$ cat config.mk
export PLATFORM = sky130hd
export DESIGN_NAME = murmur3_stream_hash_unit_flat
export DESIGN_NICKNAME = d
export VERILOG_FILES = /design/src/hw/rtl/mm3_pkg.sv /design/src/hw/rtl/mm3_req_if.sv /design/src/hw/rtl/mm3_rsp_if.sv /design/src/hw/rtl/mm3_front.sv /design/src/hw/rtl/mm3_queue.sv /design/src/hw/rtl/mm3_back.sv /design/src/hw/rtl/murmur3_stream_hash_unit.sv /design/src/flat_wrapper.sv
export SDC_FILE = /design/constraint.sdc
export NUM_CORES = 2
export LEC_CHECK = 0
export ABC_AREA = 1
export BUFFER_PORTS_ARGS = -buffer_cell sky130_fd_sc_hd__buf_2
export CAP_MARGIN = 40
export CORE_ASPECT_RATIO = 0.75
export CORE_UTILIZATION = 35
export CTS_CLUSTER_DIAMETER = 150
export DETAILED_ROUTE_END_ITERATION = 6
export PLACE_DENSITY = 0.57
export SLEW_MARGIN = 20
export SYNTH_ARGS = -nofsm -noshare
export SYNTH_HDL_FRONTEND = slang
export SYNTH_HIERARCHICAL = 1
export SYNTH_SLANG_ARGS = --single-unit
$ cat constraint.sdc
create_clock -name clock -period 6.6 [get_ports clock]
set_clock_uncertainty 0.15 [all_clocks]
set_input_delay 0 -clock clock [delete_from_list [all_inputs] [get_ports clock]]
set_output_delay 0 -clock clock [all_outputs]
set_load 0.02 [all_outputs]
$ cat src/hw/rtl/mm3_pkg.sv
`timescale 1ns / 1ps
// ----------------------------------------------------------------------------
// mm3_pkg
// Shared types, constants and helpers of the 32-bit MurmurHash3 stream hasher.
// ----------------------------------------------------------------------------
package mm3_pkg;

   localparam int WORD_W          = 32;
   localparam int CNT_W           = 3;
   localparam int QUEUE_DEPTH_DEF = 4;

   localparam logic [WORD_W-1:0] MIX_C1   = 32'hcc9e2d51;
   localparam logic [WORD_W-1:0] MIX_C2   = 32'h1b873593;
   localparam logic [WORD_W-1:0] FOLD_ADD = 32'he6546b64;
   localparam logic [WORD_W-1:0] FIN_M1   = 32'h85ebca6b;
   localparam logic [WORD_W-1:0] FIN_M2   = 32'hc2b2ae35;

   localparam logic [CNT_W-1:0]  FULL_BYTES = 3'd4;

   // What the back end does with a mixed word
   typedef enum logic [1:0] {
      KIND_NONE,
      KIND_FOLD,
      KIND_TAIL
   } kind_type;

   typedef struct packed {
      logic [WORD_W-1:0] mixed;
      kind_type          kind;
      logic [CNT_W-1:0]  byte_add;
      logic              last;
   } entry_type;

   typedef enum logic [1:0] {
      BK_RUN,
      BK_FIN1,
      BK_FIN2,
      BK_EMIT
   } back_state_type;

   function automatic logic [WORD_W-1:0] rotl(input logic [WORD_W-1:0] v, input int r);
      return (v << r) | (v >> (WORD_W - r));
   endfunction

endpackage

$ cat src/hw/rtl/mm3_req_if.sv
`timescale 1ns / 1ps
// ----------------------------------------------------------------------------
// mm3_req_if
// Request channel: one message word with its byte count and last flag.
// ----------------------------------------------------------------------------
interface mm3_req_if;
   logic                         valid;
   logic                         ready;
   logic [mm3_pkg::WORD_W-1:0]   data_word;
   logic [mm3_pkg::CNT_W-1:0]    byte_count;
   logic                         is_last;

   modport source (output valid, data_word, byte_count, is_last, input ready);
   modport sink   (input valid, data_word, byte_count, is_last, output ready);
endinterface

$ cat src/hw/rtl/mm3_rsp_if.sv
`timescale 1ns / 1ps
// ----------------------------------------------------------------------------
// mm3_rsp_if
// Response channel: the finished hash of one message.
// ----------------------------------------------------------------------------
interface mm3_rsp_if;
   logic                         valid;
   logic                         ready;
   logic [mm3_pkg::WORD_W-1:0]   hash_value;

   modport source (output valid, hash_value, input ready);
   modport sink   (input valid, hash_value, output ready);
endinterface

$ cat src/hw/rtl/mm3_front.sv
`timescale 1ns / 1ps
// ----------------------------------------------------------------------------
// mm3_front
// Accepts requests, classifies each word and runs the two-stage word mix.
// ----------------------------------------------------------------------------
module mm3_front (
   input  logic                clock,
   input  logic                reset,
   mm3_req_if.sink             req,
   output mm3_pkg::entry_type  push_entry_o,
   output logic                push_o,
   input  logic                full_i
);
   import mm3_pkg::*;

   logic                s1_v_ff, s1_v_in;
   logic [WORD_W-1:0]   s1_prod_ff;
   kind_type            s1_kind_ff;
   logic [CNT_W-1:0]    s1_bytes_ff;
   logic                s1_last_ff;

   logic                s2_v_ff, s2_v_in;
   entry_type           s2_entry_ff, s2_entry_in;

   logic                s1_ready, s2_ready;
   logic [CNT_W-1:0]    sat_cnt;
   logic [CNT_W-1:0]    bytes_cls;
   kind_type            kind_cls;
   logic [WORD_W-1:0]   masked;
   logic [2*WORD_W-1:0] prod1, prod2;

   assign s2_ready  = !s2_v_ff || !full_i;
   assign s1_ready  = !s1_v_ff || s2_ready;
   assign req.ready = s1_ready;
   assign push_o       = s2_v_ff && !full_i;
   assign push_entry_o = s2_entry_ff;

   // Classify: non-last words are full blocks, last words saturate at four
   always_comb begin
      sat_cnt = (req.byte_count > FULL_BYTES) ? FULL_BYTES : req.byte_count;
      if (!req.is_last) begin
         sat_cnt = FULL_BYTES;
      end
      bytes_cls = sat_cnt;
      masked    = req.data_word;
      case (sat_cnt)
         3'd0: begin
            kind_cls = KIND_NONE;
            masked   = '0;
         end
         3'd1: begin
            kind_cls = KIND_TAIL;
            masked   = {24'd0, req.data_word[7:0]};
         end
         3'd2: begin
            kind_cls = KIND_TAIL;
            masked   = {16'd0, req.data_word[15:0]};
         end
         3'd3: begin
            kind_cls = KIND_TAIL;
            masked   = {8'd0, req.data_word[23:0]};
         end
         default: begin
            kind_cls = KIND_FOLD;
         end
      endcase
      prod1 = masked * MIX_C1;
   end

   always_comb begin
      prod2                = rotl(s1_prod_ff, 15) * MIX_C2;
      s2_entry_in.mixed    = prod2[WORD_W-1:0];
      s2_entry_in.kind     = s1_kind_ff;
      s2_entry_in.byte_add = s1_bytes_ff;
      s2_entry_in.last     = s1_last_ff;
      s1_v_in = s1_ready ? req.valid : s1_v_ff;
      s2_v_in = s2_ready ? s1_v_ff : s2_v_ff;
   end

   always_ff @(posedge clock) begin
      if (reset) begin
         s1_v_ff <= 1'b0;
         s2_v_ff <= 1'b0;
      end else begin
         s1_v_ff <= s1_v_in;
         s2_v_ff <= s2_v_in;
      end
   end

   always_ff @(posedge clock) begin
      if (req.valid && s1_ready) begin
         s1_prod_ff  <= prod1[WORD_W-1:0];
         s1_kind_ff  <= kind_cls;
         s1_bytes_ff <= bytes_cls;
         s1_last_ff  <= req.is_last;
      end
      if (s1_v_ff && s2_ready) begin
         s2_entry_ff <= s2_entry_in;
      end
   end

   a_fold_full: assert property (@(posedge clock) disable iff (reset)
      s2_v_ff && s2_entry_ff.kind == KIND_FOLD |-> s2_entry_ff.byte_add == FULL_BYTES)
      else $error("fold entry without four bytes");
   a_none_last: assert property (@(posedge clock) disable iff (reset)
      s2_v_ff && s2_entry_ff.kind != KIND_FOLD |-> s2_entry_ff.last)
      else $error("short word not marked last");
   a_s2_hold: assert property (@(posedge clock) disable iff (reset)
      s2_v_ff && full_i |=> s2_v_ff && $stable(s2_entry_ff))
      else $error("mixed word lost while queue full");

endmodule

$ cat src/hw/rtl/mm3_queue.sv
`timescale 1ns / 1ps
// ----------------------------------------------------------------------------
// mm3_queue
// Short FIFO of mixed words between the front and back ends.
// ----------------------------------------------------------------------------
module mm3_queue #(
   parameter int DEPTH = mm3_pkg::QUEUE_DEPTH_DEF
) (
   input  logic                clock,
   input  logic                reset,
   input  logic                push_i,
   input  mm3_pkg::entry_type  push_entry_i,
   output logic                full_o,
   input  logic                pop_i,
   output mm3_pkg::entry_type  head_o,
   output logic                head_valid_o
);
   import mm3_pkg::*;

   localparam int PTR_W = (DEPTH > 1) ? $clog2(DEPTH) : 1;
   localparam int CNT_W = $clog2(DEPTH + 1);

   entry_type          entries_ff [DEPTH];
   logic [PTR_W-1:0]   wr_ptr_ff, wr_ptr_in;
   logic [PTR_W-1:0]   rd_ptr_ff, rd_ptr_in;
   logic [CNT_W-1:0]   count_ff, count_in;

   assign full_o       = (count_ff == CNT_W'(DEPTH));
   assign head_valid_o = (count_ff != '0);
   assign head_o       = entries_ff[rd_ptr_ff];

   always_comb begin
      wr_ptr_in = wr_ptr_ff;
      rd_ptr_in = rd_ptr_ff;
      count_in  = count_ff;
      if (push_i) begin
         wr_ptr_in = (wr_ptr_ff == PTR_W'(DEPTH - 1)) ? '0 : wr_ptr_ff + 1'b1;
      end
      if (pop_i) begin
         rd_ptr_in = (rd_ptr_ff == PTR_W'(DEPTH - 1)) ? '0 : rd_ptr_ff + 1'b1;
      end
      if (push_i && !pop_i) begin
         count_in = count_ff + 1'b1;
      end else if (pop_i && !push_i) begin
         count_in = count_ff - 1'b1;
      end
   end

   always_ff @(posedge clock) begin
      if (reset) begin
         wr_ptr_ff <= '0;
         rd_ptr_ff <= '0;
         count_ff  <= '0;
      end else begin
         wr_ptr_ff <= wr_ptr_in;
         rd_ptr_ff <= rd_ptr_in;
         count_ff  <= count_in;
      end
   end

   always_ff @(posedge clock) begin
      if (push_i) begin
         entries_ff[wr_ptr_ff] <= push_entry_i;
      end
   end

   a_no_overflow: assert property (@(posedge clock) disable iff (reset)
      push_i |-> !full_o || pop_i)
      else $error("push into full queue");
   a_no_underflow: assert property (@(posedge clock) disable iff (reset)
      pop_i |-> head_valid_o)
      else $error("pop from empty queue");
   a_count_range: assert property (@(posedge clock) disable iff (reset)
      count_ff <= CNT_W'(DEPTH))
      else $error("queue count out of range");

endmodule

$ cat src/hw/rtl/mm3_back.sv
`timescale 1ns / 1ps
// ----------------------------------------------------------------------------
// mm3_back
// Folds mixed words into the running hash and finalizes each message.
// ----------------------------------------------------------------------------
module mm3_back (
   input  logic                clock,
   input  logic                reset,
   input  mm3_pkg::entry_type  head_i,
   input  logic                head_valid_i,
   output logic                pop_o,
   mm3_rsp_if.source           rsp
);
   import mm3_pkg::*;

   back_state_type      state_ff, state_in;
   logic [WORD_W-1:0]   hash_ff, hash_in;
   logic [WORD_W-1:0]   total_ff, total_in;
   logic [WORD_W-1:0]   fin_ff, fin_in;
   logic                rsp_valid_ff, rsp_valid_in;
   logic [WORD_W-1:0]   rsp_hash_ff, rsp_hash_in;

   logic [WORD_W-1:0]   fold_r, upd_hash, upd_total, xs;
   logic [2*WORD_W-1:0] prod;
   logic                out_free;

   assign rsp.valid      = rsp_valid_ff;
   assign rsp.hash_value = rsp_hash_ff;

   always_comb begin
      state_in     = state_ff;
      hash_in      = hash_ff;
      total_in     = total_ff;
      fin_in       = fin_ff;
      rsp_hash_in  = rsp_hash_ff;
      rsp_valid_in = rsp_valid_ff && !rsp.ready;
      pop_o        = 1'b0;
      out_free     = !rsp_valid_ff || rsp.ready;
      xs           = '0;
      prod         = '0;

      fold_r    = rotl(hash_ff ^ head_i.mixed, 13);
      upd_total = total_ff + WORD_W'(head_i.byte_add);
      case (head_i.kind)
         KIND_FOLD: upd_hash = (fold_r << 2) + fold_r + FOLD_ADD;
         KIND_TAIL: upd_hash = hash_ff ^ head_i.mixed;
         default:   upd_hash = hash_ff;
      endcase

      case (state_ff)
         BK_RUN: begin
            if (head_valid_i) begin
               pop_o = 1'b1;
               if (head_i.last) begin
                  fin_in   = upd_hash ^ upd_total;
                  hash_in  = '0;
                  total_in = '0;
                  state_in = BK_FIN1;
               end else begin
                  hash_in  = upd_hash;
                  total_in = upd_total;
               end
            end
         end
         BK_FIN1: begin
            xs       = fin_ff ^ (fin_ff >> 16);
            prod     = xs * FIN_M1;
            fin_in   = prod[WORD_W-1:0];
            state_in = BK_FIN2;
         end
         BK_FIN2: begin
            xs       = fin_ff ^ (fin_ff >> 13);
            prod     = xs * FIN_M2;
            fin_in   = prod[WORD_W-1:0];
            state_in = BK_EMIT;
         end
         BK_EMIT: begin
            if (out_free) begin
               rsp_hash_in  = fin_ff ^ (fin_ff >> 16);
               rsp_valid_in = 1'b1;
               state_in     = BK_RUN;
            end
         end
         default: begin
            state_in = BK_RUN;
         end
      endcase
   end

   always_ff @(posedge clock) begin
      if (reset) begin
         state_ff     <= BK_RUN;
         hash_ff      <= '0;
         total_ff     <= '0;
         rsp_valid_ff <= 1'b0;
      end else begin
         state_ff     <= state_in;
         hash_ff      <= hash_in;
         total_ff     <= total_in;
         rsp_valid_ff <= rsp_valid_in;
      end
   end

   always_ff @(posedge clock) begin
      fin_ff      <= fin_in;
      rsp_hash_ff <= rsp_hash_in;
   end

   a_last_clears: assert property (@(posedge clock) disable iff (reset)
      pop_o && head_i.last |=> state_ff == BK_FIN1 && hash_ff == '0 && total_ff == '0)
      else $error("state not cleared after last word");
   a_fin_seq: assert property (@(posedge clock) disable iff (reset)
      state_ff == BK_FIN1 |=> state_ff == BK_FIN2)
      else $error("finalize sequence broken");
   a_emit: assert property (@(posedge clock) disable iff (reset)
      state_ff == BK_EMIT && !rsp_valid_ff |=> rsp_valid_ff && state_ff == BK_RUN)
      else $error("hash not emitted into free output register");
   a_pop_run: assert property (@(posedge clock) disable iff (reset)
      pop_o |-> state_ff == BK_RUN)
      else $error("pop outside accumulate state");

endmodule

$ cat src/hw/rtl/murmur3_stream_hash_unit.sv
`timescale 1ns / 1ps
// ----------------------------------------------------------------------------
// murmur3_stream_hash_unit
// 32-bit MurmurHash3 (seed zero) over a stream of little-endian message words.
// ----------------------------------------------------------------------------
//  channel | dir | handshake         | payload
//  --------+-----+-------------------+---------------------------------------
//  req     | in  | req.valid/ready   | data_word[31:0] byte_count[2:0] is_last
//  rsp     | out | rsp.valid/ready   | hash_value[31:0]
//
//  Words stream in at one request per cycle while the queue has room; the
//  word mix is a two-stage multiply pipeline and the fold into the running
//  hash is a registered step. A last word then holds the fold stage through
//  the two finalizer multiplies and the emit, and the emit waits while the
//  output register still holds a hash that has not been accepted.
//  Reset is synchronous and clears all control state and the running hash.
//  A stalled response holds in the output register; requests keep flowing
//  into the mix pipeline and queue until the queue fills.
// ----------------------------------------------------------------------------
module murmur3_stream_hash_unit #(
   parameter int QUEUE_DEPTH = mm3_pkg::QUEUE_DEPTH_DEF
) (
   input  logic       clock,
   input  logic       reset,
   mm3_req_if.sink    req,
   mm3_rsp_if.source  rsp
);
   import mm3_pkg::*;

   // Front to queue
   entry_type  push_entry;
   logic       push;
   logic       full;

   // Queue to back
   entry_type  head;
   logic       head_valid;
   logic       pop;

   // Accept, classify (full block, tail or empty) and mix each word
   mm3_front u_front (
      .clock        (clock),
      .reset        (reset),
      .req          (req),
      .push_entry_o (push_entry),
      .push_o       (push),
      .full_i       (full)
   );

   // Decouple the mix pipeline from the serial fold
   mm3_queue #(
      .DEPTH (QUEUE_DEPTH)
   ) u_queue (
      .clock        (clock),
      .reset        (reset),
      .push_i       (push),
      .push_entry_i (push_entry),
      .full_o       (full),
      .pop_i        (pop),
      .head_o       (head),
      .head_valid_o (head_valid)
   );

   // Fold into the running hash, finalize on the last word, drive the response
   mm3_back u_back (
      .clock        (clock),
      .reset        (reset),
      .head_i       (head),
      .head_valid_i (head_valid),
      .pop_o        (pop),
      .rsp          (rsp)
   );

endmodule
$ cat src/flat_wrapper.sv
// flat-port wrapper written by rule: the top's interface ports become plain ports
module murmur3_stream_hash_unit_flat import mm3_pkg::*;
#(
   parameter int QUEUE_DEPTH = mm3_pkg::QUEUE_DEPTH_DEF
)
  (clock, reset, req_valid, req_data_word, req_byte_count, req_is_last, req_ready, rsp_valid, rsp_hash_value, rsp_ready);
  mm3_req_if req_i ();
  mm3_rsp_if rsp_i ();
  input  logic clock;
  input  logic reset;
  input wire logic [$bits(req_i.valid)-1:0] req_valid;
  input wire logic [$bits(req_i.data_word)-1:0] req_data_word;
  input wire logic [$bits(req_i.byte_count)-1:0] req_byte_count;
  input wire logic [$bits(req_i.is_last)-1:0] req_is_last;
  output wire logic [$bits(req_i.ready)-1:0] req_ready;
  output wire logic [$bits(rsp_i.valid)-1:0] rsp_valid;
  output wire logic [$bits(rsp_i.hash_value)-1:0] rsp_hash_value;
  input wire logic [$bits(rsp_i.ready)-1:0] rsp_ready;
  assign req_i.valid = req_valid;
  assign req_i.data_word = req_data_word;
  assign req_i.byte_count = req_byte_count;
  assign req_i.is_last = req_is_last;
  assign req_ready = req_i.ready;
  assign rsp_valid = rsp_i.valid;
  assign rsp_hash_value = rsp_i.hash_value;
  assign rsp_i.ready = rsp_ready;
  murmur3_stream_hash_unit #(.QUEUE_DEPTH(QUEUE_DEPTH)) u_core (.clock(clock), .reset(reset), .req(req_i), .rsp(rsp_i));
endmodule
# ---- Word-level counts from Yosys, hierarchy flattened
# Memories as Yosys holds them, arrays and structs flattened. A register that Yosys moved wholly into a read port is not among the register bits.
# Index checks and enable logic that the tools add are counted.
dict set report totals {
  mem_count 1
  inputBits 40
  regBits 216
  ram_bits 152
}
# name words word_bits rd rd_ports_with_merged_regs wr line
set memory_table {}
lappend memory_table {u_core.u_queue.entries_ff 4 38 1 1 1 mm3_queue.sv:23} ;# entry_type entries_ff [DEPTH];
dict set report op_classes {
  mul 4
  n_reduce_logical 26
  muxes 26
  order_cmp 1
  n_bitwise 6
  eq_ne 14
  add_sub_neg 7
}
# operator n
set ops {}
lappend ops {{two-way mux 32 bit} 4}
lappend ops {{case mux 32 bit (4 select lines)} 1}
lappend ops {{case mux 32 bit (3 select lines)} 1}
lappend ops {{multiplier 32 x 31 -> 32 bit (second input constant)} 2}
lappend ops {{case mux 32 bit (2 select lines)} 1}
lappend ops {{XOR 32 bit} 2}
lappend ops {{adder 32 x 3 -> 32 bit} 1}
lappend ops {{adder 32 bit} 1}
lappend ops {{adder 32 bit (second input constant)} 1}
lappend ops {{multiplier 32 x 29 -> 32 bit (second input constant)} 1}
lappend ops {{multiplier 32 x 32 -> 32 bit (second input constant)} 1}
lappend ops {{bitwise OR 32 x 13 -> 32 bit} 1}
lappend ops {{bitwise OR 32 x 15 -> 32 bit} 1}
lappend ops {{XOR 32 x 16 -> 32 bit} 1}
lappend ops {{XOR 32 x 19 -> 32 bit} 1}
lappend ops {{two-way mux 2 bit} 7}
lappend ops {{two-way mux 3 bit} 4}
lappend ops {{== test 2 bit (second input constant)} 5}
lappend ops {{case mux 2 bit (4 select lines)} 1}
lappend ops {{logical NOT 1 bit} 7}
lappend ops {{== test 3 x 2 -> 1 bit (second input constant)} 2}
lappend ops {{logical AND 1 bit} 6}
lappend ops {{two-way mux 1 bit} 6}
lappend ops {{AND reduction 3 bit} 2}
lappend ops {{17 further kinds} 24}

# ---- Depth between registers and ports, before layout
dict set report logic_depth {
  word_depth 9
  ltp_mapped 33
  ltp_nobuf 33
}

# ---- By module
# Netlist, hierarchy kept.
# mod n_inst cells_each area_per_inst_um2 seq_area_each_um2
set by_module_without_submodules {}
lappend by_module_without_submodules {mm3_back 1 3539 28178.3 3263.1}
lappend by_module_without_submodules {mm3_front 1 2026 19336.0 2262.2}
lappend by_module_without_submodules {mm3_queue 1 428 6110.9 4744.6}

# ---- Worst setup path after synthesis
# Ideal clock, no wire load.
dict set report synth_timing {
  path_type {register to register}
  start {register u_core.u_back.fin_ff[26]}
  end {register u_core.u_back.fin_ff[26] (data pin)}
  arrival_ns 6.554
  slack_ns -0.357
  n_path_buf 1
  required_time_ns 6.197
  synth_period_minus_slack_ns 6.957
  stages_incl_launch_ff 25
  path_cell_list {edfxtp_1 -> clkbuf_1 -> xor2_1 -> fa_1 -> fa_1 -> fa_1 -> inv_1 -> fa_1 -> fa_1 -> inv_1 -> fa_1 -> fa_1 -> inv_1 -> fa_1 -> inv_1 -> ha_1 -> nand2_1 -> nor4_1 -> nand3_1 -> nand4_1 -> a21oi_1 -> o21ai_0 -> nand2_1 -> nand2_1 -> nand2_1}
}
dict set report synth_between {
  elab_chain_cells 3
  elab_cells_between_ends 5
  cone_classes {mul: 2; mux: 1; bitwise: 2}
}
# element line
set synth_lines {}
lappend synth_lines {{start: declaration} mm3_back.sv:19} ;# logic [WORD_W-1:0] fin_ff, fin_in;
lappend synth_lines {{start signal: assignment} mm3_back.sv:105} ;# fin_ff <= fin_in;
lappend synth_lines {{XOR 32 x 19 -> 32 bit / XOR 32 x 16 -> 32 bit (equally long branches)} {mm3_back.sv:72, mm3_back.sv:66}}
lappend synth_lines {{multiplier 32 x 31 -> 32 bit / multiplier 32 x 32 -> 32 bit (equally long branches)} {mm3_back.sv:73, mm3_back.sv:67}}
lappend synth_lines {{case mux 32 bit (3 select lines) *} mm3_back.sv:50} ;# case (state_ff)
lappend synth_lines {{via u_core.u_back.fin_in[26]} mm3_back.sv:19}
# Mark *: on every way through the listed nets, which the timed path passes. The rest lies on a longest branch.
# A chain may end at the register's enable or synchronous reset.

# ---- Worst setup path in the final report
dict set report layout_timing {
  start {register u_core.u_back.fin_ff[30]}
  end {register u_core.u_back.fin_ff[31] (data pin)}
}
# Same word-level chain as after synthesis.

==> metrics <==
status=complete, but fails checks; violated checks=setup timing; clock root cell=clkbuf_16; dominant cells by area after synthesis=fa_1 27%, ha_1 19%, edfxtp_1 16%, inv_1 11%, nand2_1 6.0%; DR vias/cell=4.81; Clk Latency, worst-skew pair=640 ps; R2R Setup Slk=-390 ps; most used cell, CP=fa_1; Startpoint Class=flop; largest net degree at the start of global routing=77; xor-xnor portion of the synthesized cell area=0.0360; starting density of the core=0.355; Design Area, Final=66,700 um^2; mux cell area share after synthesis=0; global route overflow=0; first-pass GRT wire length=259,000 um; nets@finish=8,353; DRC Markers=0; CP endpoint kind=flop; Ys Warns=6; setup TNS=-3400 ps; minimum clock period=6990 ps; TritonCTS Buffers=42; slowest stage delay, CP=610 ps; Worst EP required=6840 ps; Post-Route WL=171,000 um; Iter 0 DRT Violations=3,467; Unique masters post-synth=64; final setup violation count=13; RR Endpoint=u_core/u_back/fin_ff[31]; worst slew pin tran=800 ps; row count=123; Critical Path Fanout Max=2; Synth Area in Adders=0.460; FF-to-FF Start=u_core/u_back/fin_ff[30]; period utilization=1.06; number of global-route vias before repair=42,552; Final GP Congestion=0.977; Worst Setup EP=u_core/u_back/fin_ff[31]; slowest cell on the critical path=fa_1; CTS max path bufs=3; die area=155,000 um^2; Final Max Tran Viols=0; dpl hpwl=146,000 um; I/O Buffers=73; # placed instances=8,602; cell accounting for the most synthesized area=fa_1; main combinational cell family by area after synthesis=adder cells; Mapped Nets=7,572; die width=454 um; htree depth=2; Vias=42,406; RSZ-0062 raised after global routing=yes; Clock transition at path regs=60 ps; DP Area=61,100 um^2; Worst Reg-to-Reg Cells=28; Top Ports=74; Worst Slack Setup Final=-389 ps; crit path from=u_core/u_back/fin_ff[30]; Seq/Total Area, Yosys=0.192; Post-Layout Cell Count=8,809; drt pass-1 iters=5; Max Freq=143 MHz; Post-Synth Simple-Gate Area=0.124; hold crit path type=in2reg; mean routed wirelength per cell=19.5 um; Post-Syn Area=53,600 um^2; Area growth syn-to-layout=24.4%; Tot GR Track Use=0.221; antenna violations before repair=2; CTS tree=built; critical path arrival=7230 ps; Syn Area/Cell=8.95 um^2; CORE AREA=151,000 um^2; max_slew headroom=0.467; top cell type's share of synthesized area=0.270; final antenna-violating net count=0; worst setup path category=reg2reg; CTS Sinks=368; Mapped Cells=5,993; max_cap viols=0; Placement Setup Slack=-720 ps; compound-gate portion of the synthesized area=0.0693; final hold vios=0; Seq cells post-synth=368; die height=341 um; share of cells above drive strength 1=0.220; hold depth=4
-- flip-flops by register name (all words and copies together) (netlist names), 2 cells and up, named ones only --
signal,count
u_core/u_front/s1_bytes_ff,2
u_core/u_front/s1_prod_ff,32
u_core/u_back/total_ff,32
u_core/u_back/hash_ff,32
u_core/u_front/push_entry_o,37
u_core/u_back/state_ff,2
u_core/u_queue/count_ff,3
u_core/u_queue/entries_ff,152
u_core/u_back/fin_ff,32
u_core/u_back/rsp.hash_value,32
u_core/u_front/s1_kind_ff,2
u_core/u_queue/wr_ptr_ff,2
u_core/u_queue/rd_ptr_ff,2
-- worst min-delay path by stage --
stage,startpoint,endpoint
finish,req_data_word[3],u_core/u_front/s1_prod_ff[3]
global route,req_data_word[3],u_core/u_front/s1_prod_ff[3]
CTS,req_data_word[2],u_core/u_front/s1_prod_ff[2]
detailed placement,req_valid,u_core/u_front/s1_v_ff
global placement,req_valid,u_core/u_front/s1_v_ff
floorplan,reset,u_core/u_front/s1_v_ff
-- cells by family after synthesis --
logic type / Yosys count
adder cells (fa/ha/maj): 1539
flip-flops: 368
AND/OR/NAND/NOR: 1535
buffers and inverters: 1668
AO/OA/AOI/OAI: 664
XOR/XNOR: 219
-- worst max-delay path, delay by kind of cell (launching register included) --
family          cells  cell delay [ps]
fa+ha+maj           9             4220
buf+inv             9              760
flops               1              520
compound gates      4              470
simple gates        5              370
xor+xnor            1              230
-- metal layers --
metal | global-route usage | vias up | share of wire
li1 | - | 20237 | -
met1 | 0.354 | 20809 | 0.51
met2 | 0.309 | 1227 | 0.41
met3 | 0.0369 | 133 | 0.072
met4 | 0.0331 | 0 | 0.016
met5 | 0 | - | 0
-- cells in the mapped netlist (all sizes together) --
cell type and number:
inv 1592, nand2 874, ha 815, fa 724
edfxtp 290, nor2 275, a21oi 257, o21ai 247
nand3 206, xor2 132, xnor2 87, dfxtp 78
or2 71, clkbuf 52, nor3 48, o22ai 42
o21bai 36, nand4 30, buf 20, a21o 19
a21boi 17, nor4 14, nand3b 12, a31oi 11
o211ai 7, o21a 7, a211oi 6, clkinv 4
a32oi 3, and2 3, a221oi 2, a31o 2
o211a 2, o31ai 2, a221o 1, a22o 1
a311oi 1, nand2b 1, nor3b 1, o221a 1
-- layout by cell type (no fill, tap or decap), types with 66 or more instances in the layout --
master / instances
nor2_1: 237
inv_1: 1493
xor2_1: 115
ha_4: 101
o21ai_0: 180
inv_2: 92
fa_1: 682
buf_4: 644
nand3_1: 179
buf_2: 73
edfxtp_1: 290
nand2_1: 806
buf_6: 66
a21oi_1: 204
dfxtp_1: 77
ha_1: 695
-- layout make-up --
class                           count  area, um^2
Clock buffer                       55        1130
Antenna cell                        1        2.50
Tap cell                         2000        2500
Clock inverter                     23         246
Sequential cell                   368       10300
Inverter                         1596        6010
Fill cell                       14458       84300
Timing Repair Buffer              809        6360
Multi-Input combinational cell   3957       40200
-- per-stage QoR --
stage                     hold WS, ps   util
after floorplan                 -80.9      -
after global placement            213  0.405
after detailed placement          220  0.405
after CTS                        11.1  0.430
after global routing             37.0  0.442
final                            32.3  0.442
-- what timing repair did --
action,CTS,global route
hold endpoints to repair,63,0
setup buffers,66,56
hold buffers,10,0
pin swaps,179,139
resized for setup,387,284
setup endpoints to repair,20,34
Power is not shown: default switching activity piles up to over one toggle a cycle in this logic, so the estimate is an artifact.
